File: src/alvc_pkg.sv
// Shared types, constants and calibration tables for the ADC voltage calibration block.
// No dependencies; imported by every module of the block.
`default_nettype none

package alvc_pkg;

    localparam int CODE_W    = 12;
    localparam int VOLT_W    = 12;
    localparam int FUSE_W    = 5;
    localparam int TDATA_W   = 16;
    localparam int APB_W     = 32;
    localparam int ADDR_W    = 3;
    localparam int IDX_W     = 5;
    localparam int FRAC_W    = 7;
    localparam int K_W       = 16;
    localparam int XD_W      = 8;
    localparam int NPTS      = 20;
    localparam int TAB_W     = 12;

    localparam int ALVC_QUEUE_DEPTH = 4;

    // Register index of the fuse code (byte address 4*i)
    localparam logic [ADDR_W-3:0] REG_FUSE = '0;

    // Region of an input code
    localparam logic [1:0] REGION_ZERO  = 2'd0;
    localparam logic [1:0] REGION_LIN   = 2'd1;
    localparam logic [1:0] REGION_BLEND = 2'd2;
    localparam logic [1:0] REGION_TAB   = 2'd3;

    localparam int LO_THRESH  = 2880;
    localparam int STEP       = 64;
    localparam int BLEND_HI   = LO_THRESH + STEP;
    localparam int VREF_MID   = 1100;
    localparam int VREF_STEP  = 7;
    localparam int VREF_LO    = 1000;
    localparam int VREF_HI    = 1200;
    localparam int LIN_SCALE  = 196602;
    localparam int LIN_RND    = 32768;
    localparam int LIN_OFFSET = 142;
    localparam int VOLT_MAX   = 4095;

    // Table divisor (VREF_HI-VREF_LO)*STEP = 12800 = 25 * 2^9
    localparam int TAB_DIV    = (VREF_HI - VREF_LO) * STEP;
    localparam int TAB_RND    = TAB_DIV / 2;
    localparam int PRE_SHIFT  = 9;
    localparam int DIV_K      = TAB_DIV / (1 << PRE_SHIFT);
    localparam int DIV_SHIFT  = 20;
    localparam int DIV_MUL    = (1 << DIV_SHIFT) / DIV_K;

    localparam logic [TAB_W-1:0] TAB_LOW [NPTS] = '{
        12'd2240, 12'd2297, 12'd2352, 12'd2405, 12'd2457,
        12'd2512, 12'd2564, 12'd2616, 12'd2664, 12'd2709,
        12'd2754, 12'd2795, 12'd2832, 12'd2868, 12'd2903,
        12'd2937, 12'd2969, 12'd3000, 12'd3030, 12'd3060};

    localparam logic [TAB_W-1:0] TAB_HIGH [NPTS] = '{
        12'd2667, 12'd2706, 12'd2745, 12'd2780, 12'd2813,
        12'd2844, 12'd2873, 12'd2901, 12'd2928, 12'd2956,
        12'd2982, 12'd3006, 12'd3032, 12'd3059, 12'd3084,
        12'd3110, 12'd3135, 12'd3160, 12'd3184, 12'd3209};

    // Classified input item handed from the front to the back
    typedef struct packed {
        logic [1:0]        region;
        logic [CODE_W-1:0] code;
        logic [IDX_W-1:0]  idx;
        logic [FRAC_W-1:0] y1d;
        logic [FRAC_W-1:0] y2d;
        logic [FRAC_W-1:0] x;
    } alvc_item_t;

    // Values derived from the fuse code; one of the two weights goes negative when the
    // reference lies outside 1000..1200 mV (x1d below 1000 mV, x2d above 1200 mV)
    typedef struct packed {
        logic [K_W-1:0]         k;
        logic signed [XD_W:0]   x2d;
        logic signed [XD_W:0]   x1d;
    } alvc_cfg_t;

endpackage

`default_nettype wire

File: src/alvc_front.sv
// Front part: classifies an incoming ADC code into its region and table position.
// Depends on alvc_pkg.
`default_nettype none

module alvc_front import alvc_pkg::*; (
    input  wire logic [CODE_W-1:0] code,
    output alvc_item_t             item
);

    logic [CODE_W-1:0] off;

    assign off = code - CODE_W'(LO_THRESH);

    always_comb begin
        item.code   = code;
        item.region = REGION_ZERO;
        item.idx    = '0;
        item.y1d    = '0;
        item.y2d    = '0;
        item.x      = '0;
        if (code == '0) begin
            item.region = REGION_ZERO;
        end else if (code < CODE_W'(LO_THRESH)) begin
            item.region = REGION_LIN;
        end else begin
            // off tops out at 1215, so the index never passes the last segment
            item.idx = off[IDX_W+5:6];
            item.y1d = {1'b0, off[5:0]};
            item.y2d = FRAC_W'(STEP) - {1'b0, off[5:0]};
            if (code inside {[LO_THRESH:BLEND_HI]}) begin
                item.region = REGION_BLEND;
                item.x      = off[FRAC_W-1:0];
            end else begin
                item.region = REGION_TAB;
            end
        end
    end

endmodule

`default_nettype wire

File: src/alvc_queue.sv
// Short register queue between the front and the back of the calibration block.
// Depends on alvc_pkg.
`default_nettype none

module alvc_queue import alvc_pkg::*; #(
    parameter int DEPTH = ALVC_QUEUE_DEPTH
) (
    input  wire logic       aclk,
    input  wire logic       aresetn,
    input  wire logic       push_valid,
    output logic            push_ready,
    input  wire alvc_item_t push_item,
    output logic            pop_valid,
    input  wire logic       pop_ready,
    output alvc_item_t      pop_item
);

    localparam int PW = (DEPTH > 1) ? $clog2(DEPTH) : 1;
    localparam int CW = $clog2(DEPTH + 1);

    alvc_item_t     slot_reg [DEPTH];
    logic [PW-1:0]  wr_ptr_reg, wr_ptr_next;
    logic [PW-1:0]  rd_ptr_reg, rd_ptr_next;
    logic [CW-1:0]  count_reg, count_next;
    logic           push, pop;

    assign push_ready = (count_reg != CW'(DEPTH));
    assign pop_valid  = (count_reg != '0);
    assign pop_item   = slot_reg[rd_ptr_reg];
    assign push       = push_valid && push_ready;
    assign pop        = pop_valid && pop_ready;

    always_comb begin
        wr_ptr_next = wr_ptr_reg;
        rd_ptr_next = rd_ptr_reg;
        if (push) begin
            wr_ptr_next = (wr_ptr_reg == PW'(DEPTH - 1)) ? '0 : wr_ptr_reg + PW'(1);
        end
        if (pop) begin
            rd_ptr_next = (rd_ptr_reg == PW'(DEPTH - 1)) ? '0 : rd_ptr_reg + PW'(1);
        end
        count_next = count_reg + CW'(push) - CW'(pop);
    end

    always_ff @(posedge aclk) begin
        if (!aresetn) begin
            wr_ptr_reg <= '0;
            rd_ptr_reg <= '0;
            count_reg  <= '0;
        end else begin
            wr_ptr_reg <= wr_ptr_next;
            rd_ptr_reg <= rd_ptr_next;
            count_reg  <= count_next;
        end
    end

    always_ff @(posedge aclk) begin
        if (push) begin
            slot_reg[wr_ptr_reg] <= push_item;
        end
    end

endmodule

`default_nettype wire

File: src/alvc_back.sv
// Back part: six-stage arithmetic pipeline (linear formula, bilinear table, blend).
// Depends on alvc_pkg; fed from alvc_queue.
`default_nettype none

module alvc_back import alvc_pkg::*; (
    input  wire logic               aclk,
    input  wire logic               aresetn,
    input  wire alvc_cfg_t          cfg,
    input  wire logic               q_valid,
    output logic                    q_pop,
    input  wire alvc_item_t         q_item,
    output logic                    m_tvalid,
    input  wire logic               m_tready,
    output logic [TDATA_W-1:0]      m_tdata     // [11:0] voltage_mv, upper bits zero
);

    function automatic logic signed [21:0] tab_mul(input logic [TAB_W-1:0] t,
                                                   input logic signed [XD_W:0] w);
        logic signed [21:0] a;
        logic signed [21:0] b;
        begin
            a = 22'($signed({1'b0, t}));
            b = 22'(w);
            return a * b;
        end
    endfunction

    logic                   adv;
    logic [IDX_W-1:0]       idx1;
    logic signed [XD_W:0]   x2d_s;

    // stage 1: table products and linear product
    logic                   st1_valid_reg;
    alvc_item_t             st1_item_reg;
    logic signed [21:0]     p0_reg, p1_reg, p2_reg, p3_reg;
    logic signed [21:0]     p0_next, p1_next, p2_next, p3_next;
    logic [27:0]            lp_reg, lp_next;

    // stage 2: reference interpolation and linear rounding
    logic                   st2_valid_reg;
    alvc_item_t             st2_item_reg;
    logic signed [22:0]     a_reg, b_reg, a_next, b_next;
    logic [VOLT_W-1:0]      lin2_reg, lin2_next;
    logic [28:0]            lin_rnd;

    // stage 3: code interpolation, pre-shift of the divisor
    logic                   st3_valid_reg;
    alvc_item_t             st3_item_reg;
    logic signed [31:0]     s_sum;
    logic [16:0]            t3_reg, t3_next;
    logic [VOLT_W-1:0]      lin3_reg;

    // stage 4: reciprocal multiply
    logic                   st4_valid_reg;
    alvc_item_t             st4_item_reg;
    logic [32:0]            qm;
    logic [12:0]            q0_reg, q0_next;
    logic [16:0]            t4_reg;
    logic [VOLT_W-1:0]      lin4_reg;

    // stage 5: quotient correction
    logic                   st5_valid_reg;
    alvc_item_t             st5_item_reg;
    logic [16:0]            rem;
    logic [12:0]            lut_reg, lut_next;
    logic [VOLT_W-1:0]      lin5_reg;

    // stage 6: region select, blend, output register
    logic                   m_tvalid_reg;
    logic [VOLT_W-1:0]      m_volt_reg, m_volt_next;
    logic [19:0]            blend_sum;
    logic [13:0]            val;

    assign adv      = !m_tvalid_reg || m_tready;
    assign q_pop    = adv && q_valid;
    assign m_tvalid = m_tvalid_reg;
    assign m_tdata  = TDATA_W'(m_volt_reg);

    assign idx1  = q_item.idx + IDX_W'(1);
    assign x2d_s = cfg.x2d;

    always_comb begin
        p0_next = tab_mul(TAB_LOW[q_item.idx], x2d_s);
        p1_next = tab_mul(TAB_HIGH[q_item.idx], cfg.x1d);
        p2_next = tab_mul(TAB_LOW[idx1], x2d_s);
        p3_next = tab_mul(TAB_HIGH[idx1], cfg.x1d);
        lp_next = 28'(cfg.k) * 28'(q_item.code);
    end

    always_comb begin
        a_next    = 23'(p0_reg) + 23'(p1_reg);
        b_next    = 23'(p2_reg) + 23'(p3_reg);
        lin_rnd   = 29'(lp_reg) + 29'(LIN_RND);
        lin2_next = VOLT_W'(lin_rnd[28:16]) + VOLT_W'(LIN_OFFSET);
    end

    always_comb begin
        s_sum = 32'(a_reg) * 32'($signed({1'b0, st2_item_reg.y2d}))
              + 32'(b_reg) * 32'($signed({1'b0, st2_item_reg.y1d}))
              + 32'(TAB_RND);
        t3_next = s_sum[PRE_SHIFT+16:PRE_SHIFT];
    end

    always_comb begin
        qm      = 33'(t3_reg) * 33'(DIV_MUL);
        q0_next = qm[32:DIV_SHIFT];
    end

    // q0 is the quotient or one short of it
    always_comb begin
        rem      = t4_reg - 17'(q0_reg) * 17'(DIV_K);
        lut_next = q0_reg + 13'(rem >= 17'(DIV_K));
    end

    always_comb begin
        blend_sum = 20'(lin5_reg) * 20'(FRAC_W'(STEP) - st5_item_reg.x)
                  + 20'(lut_reg) * 20'(st5_item_reg.x)
                  + 20'(STEP / 2);
        case (st5_item_reg.region)
            REGION_ZERO:  val = '0;
            REGION_LIN:   val = 14'(lin5_reg);
            REGION_BLEND: val = blend_sum[19:6];
            REGION_TAB:   val = 14'(lut_reg);
            default:      val = '0;
        endcase
        m_volt_next = (val > 14'(VOLT_MAX)) ? VOLT_W'(VOLT_MAX) : val[VOLT_W-1:0];
    end

    always_ff @(posedge aclk) begin
        if (!aresetn) begin
            st1_valid_reg <= 1'b0;
            st2_valid_reg <= 1'b0;
            st3_valid_reg <= 1'b0;
            st4_valid_reg <= 1'b0;
            st5_valid_reg <= 1'b0;
            m_tvalid_reg  <= 1'b0;
        end else if (adv) begin
            st1_valid_reg <= q_valid;
            st2_valid_reg <= st1_valid_reg;
            st3_valid_reg <= st2_valid_reg;
            st4_valid_reg <= st3_valid_reg;
            st5_valid_reg <= st4_valid_reg;
            m_tvalid_reg  <= st5_valid_reg;
        end
    end

    always_ff @(posedge aclk) begin
        if (adv) begin
            st1_item_reg <= q_item;
            p0_reg       <= p0_next;
            p1_reg       <= p1_next;
            p2_reg       <= p2_next;
            p3_reg       <= p3_next;
            lp_reg       <= lp_next;

            st2_item_reg <= st1_item_reg;
            a_reg        <= a_next;
            b_reg        <= b_next;
            lin2_reg     <= lin2_next;

            st3_item_reg <= st2_item_reg;
            t3_reg       <= t3_next;
            lin3_reg     <= lin2_reg;

            st4_item_reg <= st3_item_reg;
            q0_reg       <= q0_next;
            t4_reg       <= t3_reg;
            lin4_reg     <= lin3_reg;

            st5_item_reg <= st4_item_reg;
            lut_reg      <= lut_next;
            lin5_reg     <= lin4_reg;

            m_volt_reg   <= m_volt_next;
        end
    end

    // weighted sum stays positive and inside the 17-bit pre-shifted range
    assert property (@(posedge aclk) disable iff (!aresetn)
        st2_valid_reg |-> (s_sum[31:PRE_SHIFT+17] == '0))
        else $error("table sum out of range");

    // reciprocal estimate is never more than one short
    assert property (@(posedge aclk) disable iff (!aresetn)
        st4_valid_reg |-> (rem < 17'(2 * DIV_K)))
        else $error("reciprocal remainder out of range");

    // a stalled output freezes the whole pipeline
    assert property (@(posedge aclk) disable iff (!aresetn)
        !adv |=> ($stable(st1_valid_reg) && $stable(st5_valid_reg)))
        else $error("pipeline moved while output stalled");

endmodule

`default_nettype wire

File: src/adc_lut_voltage_calibration_top.sv
// ADC code to millivolt calibration.
//
// Channels: s_ stream carries one 12-bit ADC code per beat, m_ stream
// returns one 12-bit voltage in millivolts per beat, in order. An APB
// port holds the 5-bit sign-magnitude fuse code (address 0, reset 0,
// i.e. 1100 mV reference); write it only while no beat is in flight.
// Throughput: one beat per cycle while m_tready stays high. An accepted
// code waits in a queue register, then passes the back pipeline stages
// up to and including the output register; the pipeline depth is set by
// the bilinear table path (product, two sums, weighted sum, reciprocal
// divide by 12800, correction, blend).
// Reset empties the queue and the pipeline; no beat is presented
// until a new code is accepted.
// Receiver stall: the whole back pipeline holds; the front keeps
// taking codes into the queue until it is full (QUEUE_DEPTH entries,
// at least 2 for full rate), then drops s_tready.
// Depends on alvc_pkg, alvc_front, alvc_queue and alvc_back.
`default_nettype none

module adc_lut_voltage_calibration_top import alvc_pkg::*; #(
    parameter int QUEUE_DEPTH = ALVC_QUEUE_DEPTH
) (
    input  wire logic                aclk,
    input  wire logic                aresetn,

    input  wire logic                psel,
    input  wire logic                penable,
    input  wire logic                pwrite,
    input  wire logic [ADDR_W-1:0]   paddr,
    input  wire logic [APB_W-1:0]    pwdata,
    output logic [APB_W-1:0]         prdata,
    output logic                     pready,

    input  wire logic                s_tvalid,
    output logic                     s_tready,
    input  wire logic [TDATA_W-1:0]  s_tdata,   // [11:0] adc_code
    output logic                     m_tvalid,
    input  wire logic                m_tready,
    output logic [TDATA_W-1:0]       m_tdata    // [11:0] voltage_mv
);

    function automatic logic [10:0] fuse_vref(input logic [FUSE_W-1:0] f);
        logic [6:0] step;
        begin
            step = 7'(f[3:0]) * 7'(VREF_STEP);
            return f[4] ? 11'(VREF_MID) - 11'(step) : 11'(VREF_MID) + 11'(step);
        end
    endfunction

    function automatic alvc_cfg_t fuse_derive(input logic [FUSE_W-1:0] f);
        logic [10:0] vref;
        logic [28:0] prod;
        logic [10:0] d1;
        logic [10:0] d2;
        alvc_cfg_t   c;
        begin
            vref  = fuse_vref(f);
            prod  = 29'(vref) * 29'(LIN_SCALE);
            d1    = vref - 11'(VREF_LO);
            d2    = 11'(VREF_HI) - vref;
            c.k   = prod[27:12];
            c.x2d = $signed(d2[XD_W:0]);
            c.x1d = $signed(d1[XD_W:0]);
            return c;
        end
    endfunction

    logic [FUSE_W-1:0]  fuse_reg, fuse_next;
    alvc_cfg_t          cfg_reg, cfg_next;
    logic               reg_hit, wr_en;

    alvc_item_t         front_item, q_item;
    logic               q_valid, q_pop;

    assign pready  = 1'b1;
    assign reg_hit = (paddr[ADDR_W-1:2] == REG_FUSE);
    assign wr_en   = psel && penable && pwrite && pready && reg_hit;
    assign prdata  = reg_hit ? APB_W'(fuse_reg) : '0;

    // derive the datapath constants as the fuse code is written
    always_comb begin
        fuse_next = fuse_reg;
        cfg_next  = cfg_reg;
        if (wr_en) begin
            fuse_next = pwdata[FUSE_W-1:0];
            cfg_next  = fuse_derive(pwdata[FUSE_W-1:0]);
        end
    end

    always_ff @(posedge aclk) begin
        if (!aresetn) begin
            fuse_reg <= '0;
            cfg_reg  <= fuse_derive('0);
        end else begin
            fuse_reg <= fuse_next;
            cfg_reg  <= cfg_next;
        end
    end

    alvc_front u_front (
        .code (s_tdata[CODE_W-1:0]),
        .item (front_item)
    );

    alvc_queue #(
        .DEPTH (QUEUE_DEPTH)
    ) u_queue (
        .aclk       (aclk),
        .aresetn    (aresetn),
        .push_valid (s_tvalid),
        .push_ready (s_tready),
        .push_item  (front_item),
        .pop_valid  (q_valid),
        .pop_ready  (q_pop),
        .pop_item   (q_item)
    );

    alvc_back u_back (
        .aclk     (aclk),
        .aresetn  (aresetn),
        .cfg      (cfg_reg),
        .q_valid  (q_valid),
        .q_pop    (q_pop),
        .q_item   (q_item),
        .m_tvalid (m_tvalid),
        .m_tready (m_tready),
        .m_tdata  (m_tdata)
    );

endmodule

`default_nettype wire
File: config.mk
export PLATFORM = sky130hd
export DESIGN_NAME = adc_lut_voltage_calibration_top
export DESIGN_NICKNAME = d
export VERILOG_FILES = /design/src/alvc_pkg.sv /design/src/alvc_front.sv /design/src/alvc_queue.sv /design/src/alvc_back.sv /design/src/adc_lut_voltage_calibration_top.sv
export SDC_FILE = /design/constraint.sdc
export NUM_CORES = 2
export LEC_CHECK = 0
export ABC_AREA = 1
export BUFFER_PORTS_ARGS = -buffer_cell sky130_fd_sc_hd__buf_2
export CAP_MARGIN = 5
export CORE_UTILIZATION = 49
export CTS_CLUSTER_SIZE = 8
export DETAILED_ROUTE_END_ITERATION = 16
export SYNTH_ARGS = -nofsm -noshare
export SYNTH_HDL_FRONTEND = slang
export SYNTH_SLANG_ARGS = --single-unit
File: constraint.sdc
create_clock -name aclk -period 14.6 [get_ports aclk]
set_input_delay 2.92 -clock aclk [delete_from_list [all_inputs] [get_ports aclk]]
set_output_delay 2.92 -clock aclk [all_outputs]
set_load 0.02 [all_outputs]
# ---- Word-level counts from Yosys, hierarchy flattened
# Memory sizes are Yosys's and may differ from the RTL's. A register that Yosys moved wholly into a read port is not among the register bits.
# Cells that the tools add are included.
dict set report classes {
  add_sub_neg 22
  mul 13
  order_cmp 7
  n_eq_ne 6
  n_mux 23
  bitwise_logic 3
  reduce_logical 12
}
# op count
set op_table {}
lappend op_table {{12-bit two-way mux} 8}
lappend op_table {{13-bit by 9-bit multiplier with 22-bit output} 4}
lappend op_table {{14-bit case mux with 4 select lines} 1}
lappend op_table {{23-bit by 8-bit multiplier with 26-bit output} 2}
lappend op_table {{26-bit two-way mux} 2}
lappend op_table {{22-bit by 22-bit adder with 23-bit output} 2}
lappend op_table {{17-bit by 16-bit multiplier with 33-bit output (second input constant)} 1}
lappend op_table {{28-bit by 16-bit adder with 28-bit output (second input constant)} 1}
lappend op_table {{16-bit by 12-bit multiplier with 28-bit output} 1}
lappend op_table {{11-bit by 17-bit multiplier with 27-bit output (second input constant)} 1}
lappend op_table {{26-bit by 14-bit adder with 26-bit output (second input constant)} 1}
lappend op_table {{26-bit adder} 1}
lappend op_table {{20-bit adder} 1}
lappend op_table {{20-bit by 6-bit adder with 20-bit output (second input constant)} 1}
lappend op_table {{12-bit by 20-bit multiplier with 20-bit output} 1}
lappend op_table {{13-bit by 7-bit multiplier with 20-bit output} 1}
lappend op_table {{17-bit by 5-bit greater-or-equal comparator with 1-bit output (second input constant)} 1}
lappend op_table {{13-bit by 5-bit multiplier with 17-bit output (second input constant)} 1}
lappend op_table {{17-bit subtractor} 1}
lappend op_table {{14-bit by 12-bit greater-than comparator with 1-bit output (second input constant)} 1}
lappend op_table {{13-bit by 1-bit adder with 13-bit output} 1}
lappend op_table {{12-bit by 8-bit adder with 12-bit output (second input constant)} 1}
lappend op_table {{12-bit greater-or-equal comparator (second input constant)} 1}
lappend op_table {{6-bit greater-or-equal comparator (second input constant)} 2}
lappend op_table {{30 further kinds} 48}
dict set report word_totals {
  register_bits 407
  ramBits 160
  rom_bits 1536
  out_inout_bits 51
  wordCells 134
  memories 5
}
# name words word_bits rd rd_clocked_by_memory_dff wr line_no
set mem_list {}
lappend mem_list {{(no name shown)} 32 12 1 0 0 alvc_back.sv:86} ;# p3_next = tab_mul(TAB_HIGH[idx1], cfg.x1d);
lappend mem_list {{(no name shown)} 32 12 1 0 0 alvc_back.sv:83} ;# p0_next = tab_mul(TAB_LOW[q_item.idx], x2d_s);
lappend mem_list {{(no name shown)} 32 12 1 0 0 alvc_back.sv:85} ;# p2_next = tab_mul(TAB_LOW[idx1], x2d_s);
lappend mem_list {{(no name shown)} 32 12 1 0 0 alvc_back.sv:84} ;# p1_next = tab_mul(TAB_HIGH[q_item.idx], cfg.x1d);
lappend mem_list {u_queue.slot_reg 4 40 1 1 1 alvc_queue.sv:21} ;# alvc_item_t slot_reg [DEPTH];

# ---- Logic depth before layout (Yosys ltp)
dict set report logic_depth {
  word_depth 6
  mapped_depth 39
}

# ---- Cells and area by module
# A second synthesis with hierarchy kept.
dict set report hier_totals {
  hier_cells 7930
  area_unflattened_um2 71190.8
}
# mod instances cells_each area_each_um2 seq_area_each_um2
set by_module_without_submodules {}
lappend by_module_without_submodules {alvc_back 1 6555 57991.9 10329.9}
lappend by_module_without_submodules {alvc_queue 1 451 6566.3 4984.8}
lappend by_module_without_submodules {adc_lut_voltage_calibration_top 1 819 6024.5 740.7}
lappend by_module_without_submodules {alvc_front 1 105 608.1 0.0}

# ---- Least setup slack after synthesis
# Ideal clock, no wire load.
dict set report synth_timing {
  kind {input-to-reg}
  from {input port m_tready}
  to {register u_queue.count_reg[2]}
  t_arrival_ps 11736
  required_ps 14480
  setup_slack_ps 2743
  cell_stages 11
  path_buffers 0
  path_cell_list {nor2_1 -> inv_1 -> o31ai_1 -> inv_1 -> ha_1 -> inv_1 -> ha_1 -> inv_1 -> fa_1 -> o21ai_0 -> a21oi_1}
}
dict set report synth_between {
  elab_chain_len 4
}
# item line_no
set synth_rtl {}
lappend synth_rtl {{from (decl)} adc_lut_voltage_calibration_top.sv:38} ;# input wire logic m_tready,
lappend synth_rtl {{1-bit logical OR} alvc_back.sv:74} ;# assign adv = !m_tvalid_reg || m_tready;
lappend synth_rtl {{1-bit logical AND} alvc_back.sv:75} ;# assign q_pop = adv && q_valid;
lappend synth_rtl {{1-bit logical AND} alvc_queue.sv:31} ;# assign pop = pop_valid && pop_ready;
lappend synth_rtl {{named net u_queue.pop} alvc_queue.sv:25} ;# logic push, pop;
lappend synth_rtl {{3-bit by 1-bit subtractor with 3-bit output} alvc_queue.sv:42} ;# count_next = count_reg + CW'(push) - CW'(pop);
lappend synth_rtl {{to (signal assigned)} alvc_queue.sv:53} ;# count_reg <= count_next;
lappend synth_rtl {{to (decl)} alvc_queue.sv:24} ;# logic [CW-1:0] count_reg, count_next;
# The timed path passes the listed nets, and every way through them passes these cells.
# A chain may end at the register's enable or synchronous reset.

# ---- Final worst setup path
dict set report layout_timing {
  from {input port pwdata[0]}
  to {register cfg_reg[26] (netlist name)}
}
dict set report layout_between {
  elab_chain_len 4
}
# item line_no
set layout_rtl {}
lappend layout_rtl {{from (decl)} adc_lut_voltage_calibration_top.sv:30} ;# input wire logic [APB_W-1:0] pwdata,
lappend layout_rtl {{4-bit by 3-bit multiplier with 7-bit output (*)} adc_lut_voltage_calibration_top.sv:45} ;# step = 7'(f[3:0]) * 7'(VREF_STEP);
lappend layout_rtl {{11-bit by 7-bit adder with 11-bit output or 11-bit by 7-bit subtractor with 11-bit output (tied branches)} adc_lut_voltage_calibration_top.sv:46} ;# return f[4] ? 11'(VREF_MID) - 11'(step) : 11'(VREF_MID) + 11'(step);
lappend layout_rtl {{11-bit two-way mux (*)} adc_lut_voltage_calibration_top.sv:46}
lappend layout_rtl {{11-bit by 17-bit multiplier with 27-bit output (*)} adc_lut_voltage_calibration_top.sv:58} ;# prod = 29'(vref) * 29'(LIN_SCALE);
lappend layout_rtl {{to (signal assigned)} adc_lut_voltage_calibration_top.sv:93} ;# cfg_reg <= fuse_derive('0);
lappend layout_rtl {{to (signal assigned)} adc_lut_voltage_calibration_top.sv:96} ;# cfg_reg <= cfg_next;
lappend layout_rtl {{to (decl)} adc_lut_voltage_calibration_top.sv:69} ;# alvc_cfg_t cfg_reg, cfg_next;
# Every way passes the cells marked *; elsewhere a longest branch is shown, timed or not.

==> flow_metrics.env <==
export IMPL_grt_max_degree=181
export IMPL_gr_total_overflow=0
export IMPL_vias_per_cell=5.13
export IMPL_relSlewSlack=0.273
export IMPL_nNetsFinal=9933
export IMPL_r2r_cells=31
export IMPL_cts_buffers=81
export IMPL_cp_common_cell="inv_1"
export IMPL_grt_use_total=0.239
export IMPL_min_from="u_back.st3_item_reg[39]"
export IMPL_required_ps=15160
export IMPL_h_tree_depth=3
export IMPL_fmax_mhz=99.9
export IMPL_clockBufferDepth=3
export IMPL_dp_hpwl_um=139000
export IMPL_period_share=0.686
export IMPL_die_w_um=383
export IMPL_yosysTopAreaCellShare=0.285
export IMPL_max_stage_delay_ps=670
export IMPL_antenna_found_initial=8
export IMPL_use_met2=0.413
export IMPL_postSynthAreaPerCell_um2=8.87
export IMPL_dr_pass1_iters=11
export IMPL_grt_pass1_vias=53200
export IMPL_tightest_slew_ps=1090
export IMPL_wirelength_um=170000
export IMPL_ant_nets=0
export IMPL_yosysSeqAreaShare=0.220
export IMPL_synth_ff_latch_count=540
export IMPL_gp_congestion=0.917
export IMPL_synth_cell_type_count=67
export IMPL_grt_pass1_wl_um=279000
export IMPL_synth_edff_count=488
export IMPL_postCtsSetupBuffers=0
export IMPL_grt_setup_unrepaired="no"
export IMPL_die_h_um=383
export IMPL_start_util=0.495
export IMPL_arrival_ps=10570
export IMPL_min_to="u_back.st4_item_reg[39]"
export IMPL_synth_warnings=0
export IMPL_drive_above_1_share=0.0340
export IMPL_cts_num_sinks=540
export IMPL_synth_top_flop_cell="edfxtp_1"
export IMPL_clk_latency_ps=690
export IMPL_yosys_area_top_type="fa_1"
export IMPL_drt_drc_violations_left=4
export IMPL_multiInputGateArea_mm2=0.0475
export IMPL_tns_ps=0
export IMPL_clock_skew_ps=68.3
export IMPL_drv_slew=0
export IMPL_dieArea_mm2=0.147
export IMPL_busiest_layer="met2"
export IMPL_synthTopCellsByCount="inv_1, nand2_1, fa_1"
export IMPL_clkTransAtPathRegs_ps=60
export IMPL_synth_most_common_cell="inv_1"
export IMPL_ctsHoldBuffers=0
export IMPL_drtIter0Drc=2906
export IMPL_setup_violations=0
export IMPL_critPathMaxFanout=10
export IMPL_portBuffers=43
export IMPL_largest_reg_flops=152
export IMPL_r2r_slack_ps=5250
export IMPL_wl_per_cell_um=17.1
export IMPL_fp_coreArea_mm2=0.144
export IMPL_period_minus_slack_ps=10010
export IMPL_crit_path_start_kind="input pin"
export IMPL_syn_inst=8026
export IMPL_synth_area_top_cells="fa_1, edfxtp_1, ha_1, inv_1, nand2_1"
export IMPL_netlist_area_mm2=0.0712
export IMPL_async_reset_ff_frac=0
export IMPL_via_count=51000
export IMPL_cts_tree="built"
export IMPL_cp_end_kind="flop"
export IMPL_global_route_usage_met1=0.320
export IMPL_pin_count=109
export IMPL_hold_viol_final=0
export IMPL_rows=139
export IMPL_violations="DRC"
export IMPL_status="complete, but fails checks"
export IMPL_fillers=13400
export IMPL_grtUsageMet3=0.0246
export IMPL_crit_type="input pin to flop"
export IMPL_hold_class="flop to flop"
export IMPL_r2r_end="u_back.p2_reg[17]"
export IMPL_hold_depth=0
export IMPL_syn2layout_area_growth_pct=6.08
export IMPL_max_cap_violations=0
export IMPL_critPathSlowestCell="fa_1"
export IMPL_clockRootBuffer="clkbuf_16"
export IMPL_regArea_mm2=0.0157
export IMPL_cts_resized=0
-- how the worst max path moves through the flow --
stage | startpoint | to | cells past startpoint
2_1_floorplan | m_tready | u_queue.count_reg[2] | 11
3_3_place_gp | pwdata[0] | cfg_reg[26] | 32
3_5_place_dp | pwdata[0] | cfg_reg[26] | 32
4_1_cts | pwdata[0] | cfg_reg[26] | 32
5_1_grt | pwdata[0] | cfg_reg[26] | 32
6_report | pwdata[0] | cfg_reg[26] | 32
-- cell usage in the layout (no fill, tap or decap), drive strengths merged, types with 2 or more instances in the layout --
master,n
a21oi,298
clkinv,22
or2,7
o211ai,17
clkbuf,95
o22ai,26
nand3,201
edfxtp,488
a221oi,5
o21ai,269
inv,1906
buf,70
o31ai,8
xnor2,78
xor2,144
nand4,47
o21a,5
a211oi,10
o2111ai,3
fa,1015
a21boi,12
o21bai,22
dfxtp,52
o311ai,2
nor4,13
diode,3
nor2,603
ha,851
a31oi,17
nor3,54
conb,32
or3,2
nand2,1605
a31o,2
o221ai,3
a21o,35
nand3b,11
-- stage by stage --
stage	instance area, um2	std cells	worst slack [ps]	hold WS [ps]	utilization
2_1_floorplan	71300	8056	2740	400	-
3_3_place_gp	73200	9829	3950	401	0.509
3_5_place_dp	73200	9829	3910	405	0.509
4_1_cts	75500	9939	4630	350	0.525
5_1_grt	75500	9940	4080	373	0.525
6_report	75600	9942	4590	357	0.525
-- logic make-up after synthesis --
| family | synth area share |
|---|---|
| adder cells (fa/ha/maj) | 0.435 |
| XOR/XNOR | 0.0273 |
| buffers and inverters | 0.114 |
| AO/OA/AOI/OAI | 0.0593 |
| other | 0.000105 |
| flip-flops | 0.220 |
| AND/OR/NAND/NOR | 0.144 |
-- critical path: cells and delay by family --
family	cells	cell delay (ps)
adder cells (fa/ha/maj)	10	4470
buffers and inverters	9	1090
AND/OR/NAND/NOR	5	550
AO/OA/AOI/OAI	7	1200
XOR/XNOR	1	330
-- per-layer routing --
layer | vias up | part of all wire
li1 | 24600 | -
met3 | 219 | 0.041
met2 | 1103 | 0.49
met1 | 25000 | 0.45
met5 | - | 0.00015
met4 | 4 | 0.026
-- cell type report --
| type | count | area share |
|---|---|---|
| diodes | 3 | 0.0000994 |
| clock buffers | 95 | 0.0278 |
| clock inverters | 15 | 0.00275 |
| inverters | 1914 | 0.0953 |
| multi-input cells | 5402 | 0.629 |
| flip-flops and latches | 540 | 0.208 |
| well taps | 1903 | 0.0315 |
| repair buffers | 70 | 0.00570 |
Power is not shown: default switching activity piles up to over one toggle a cycle in this logic, so the estimate is an artifact.
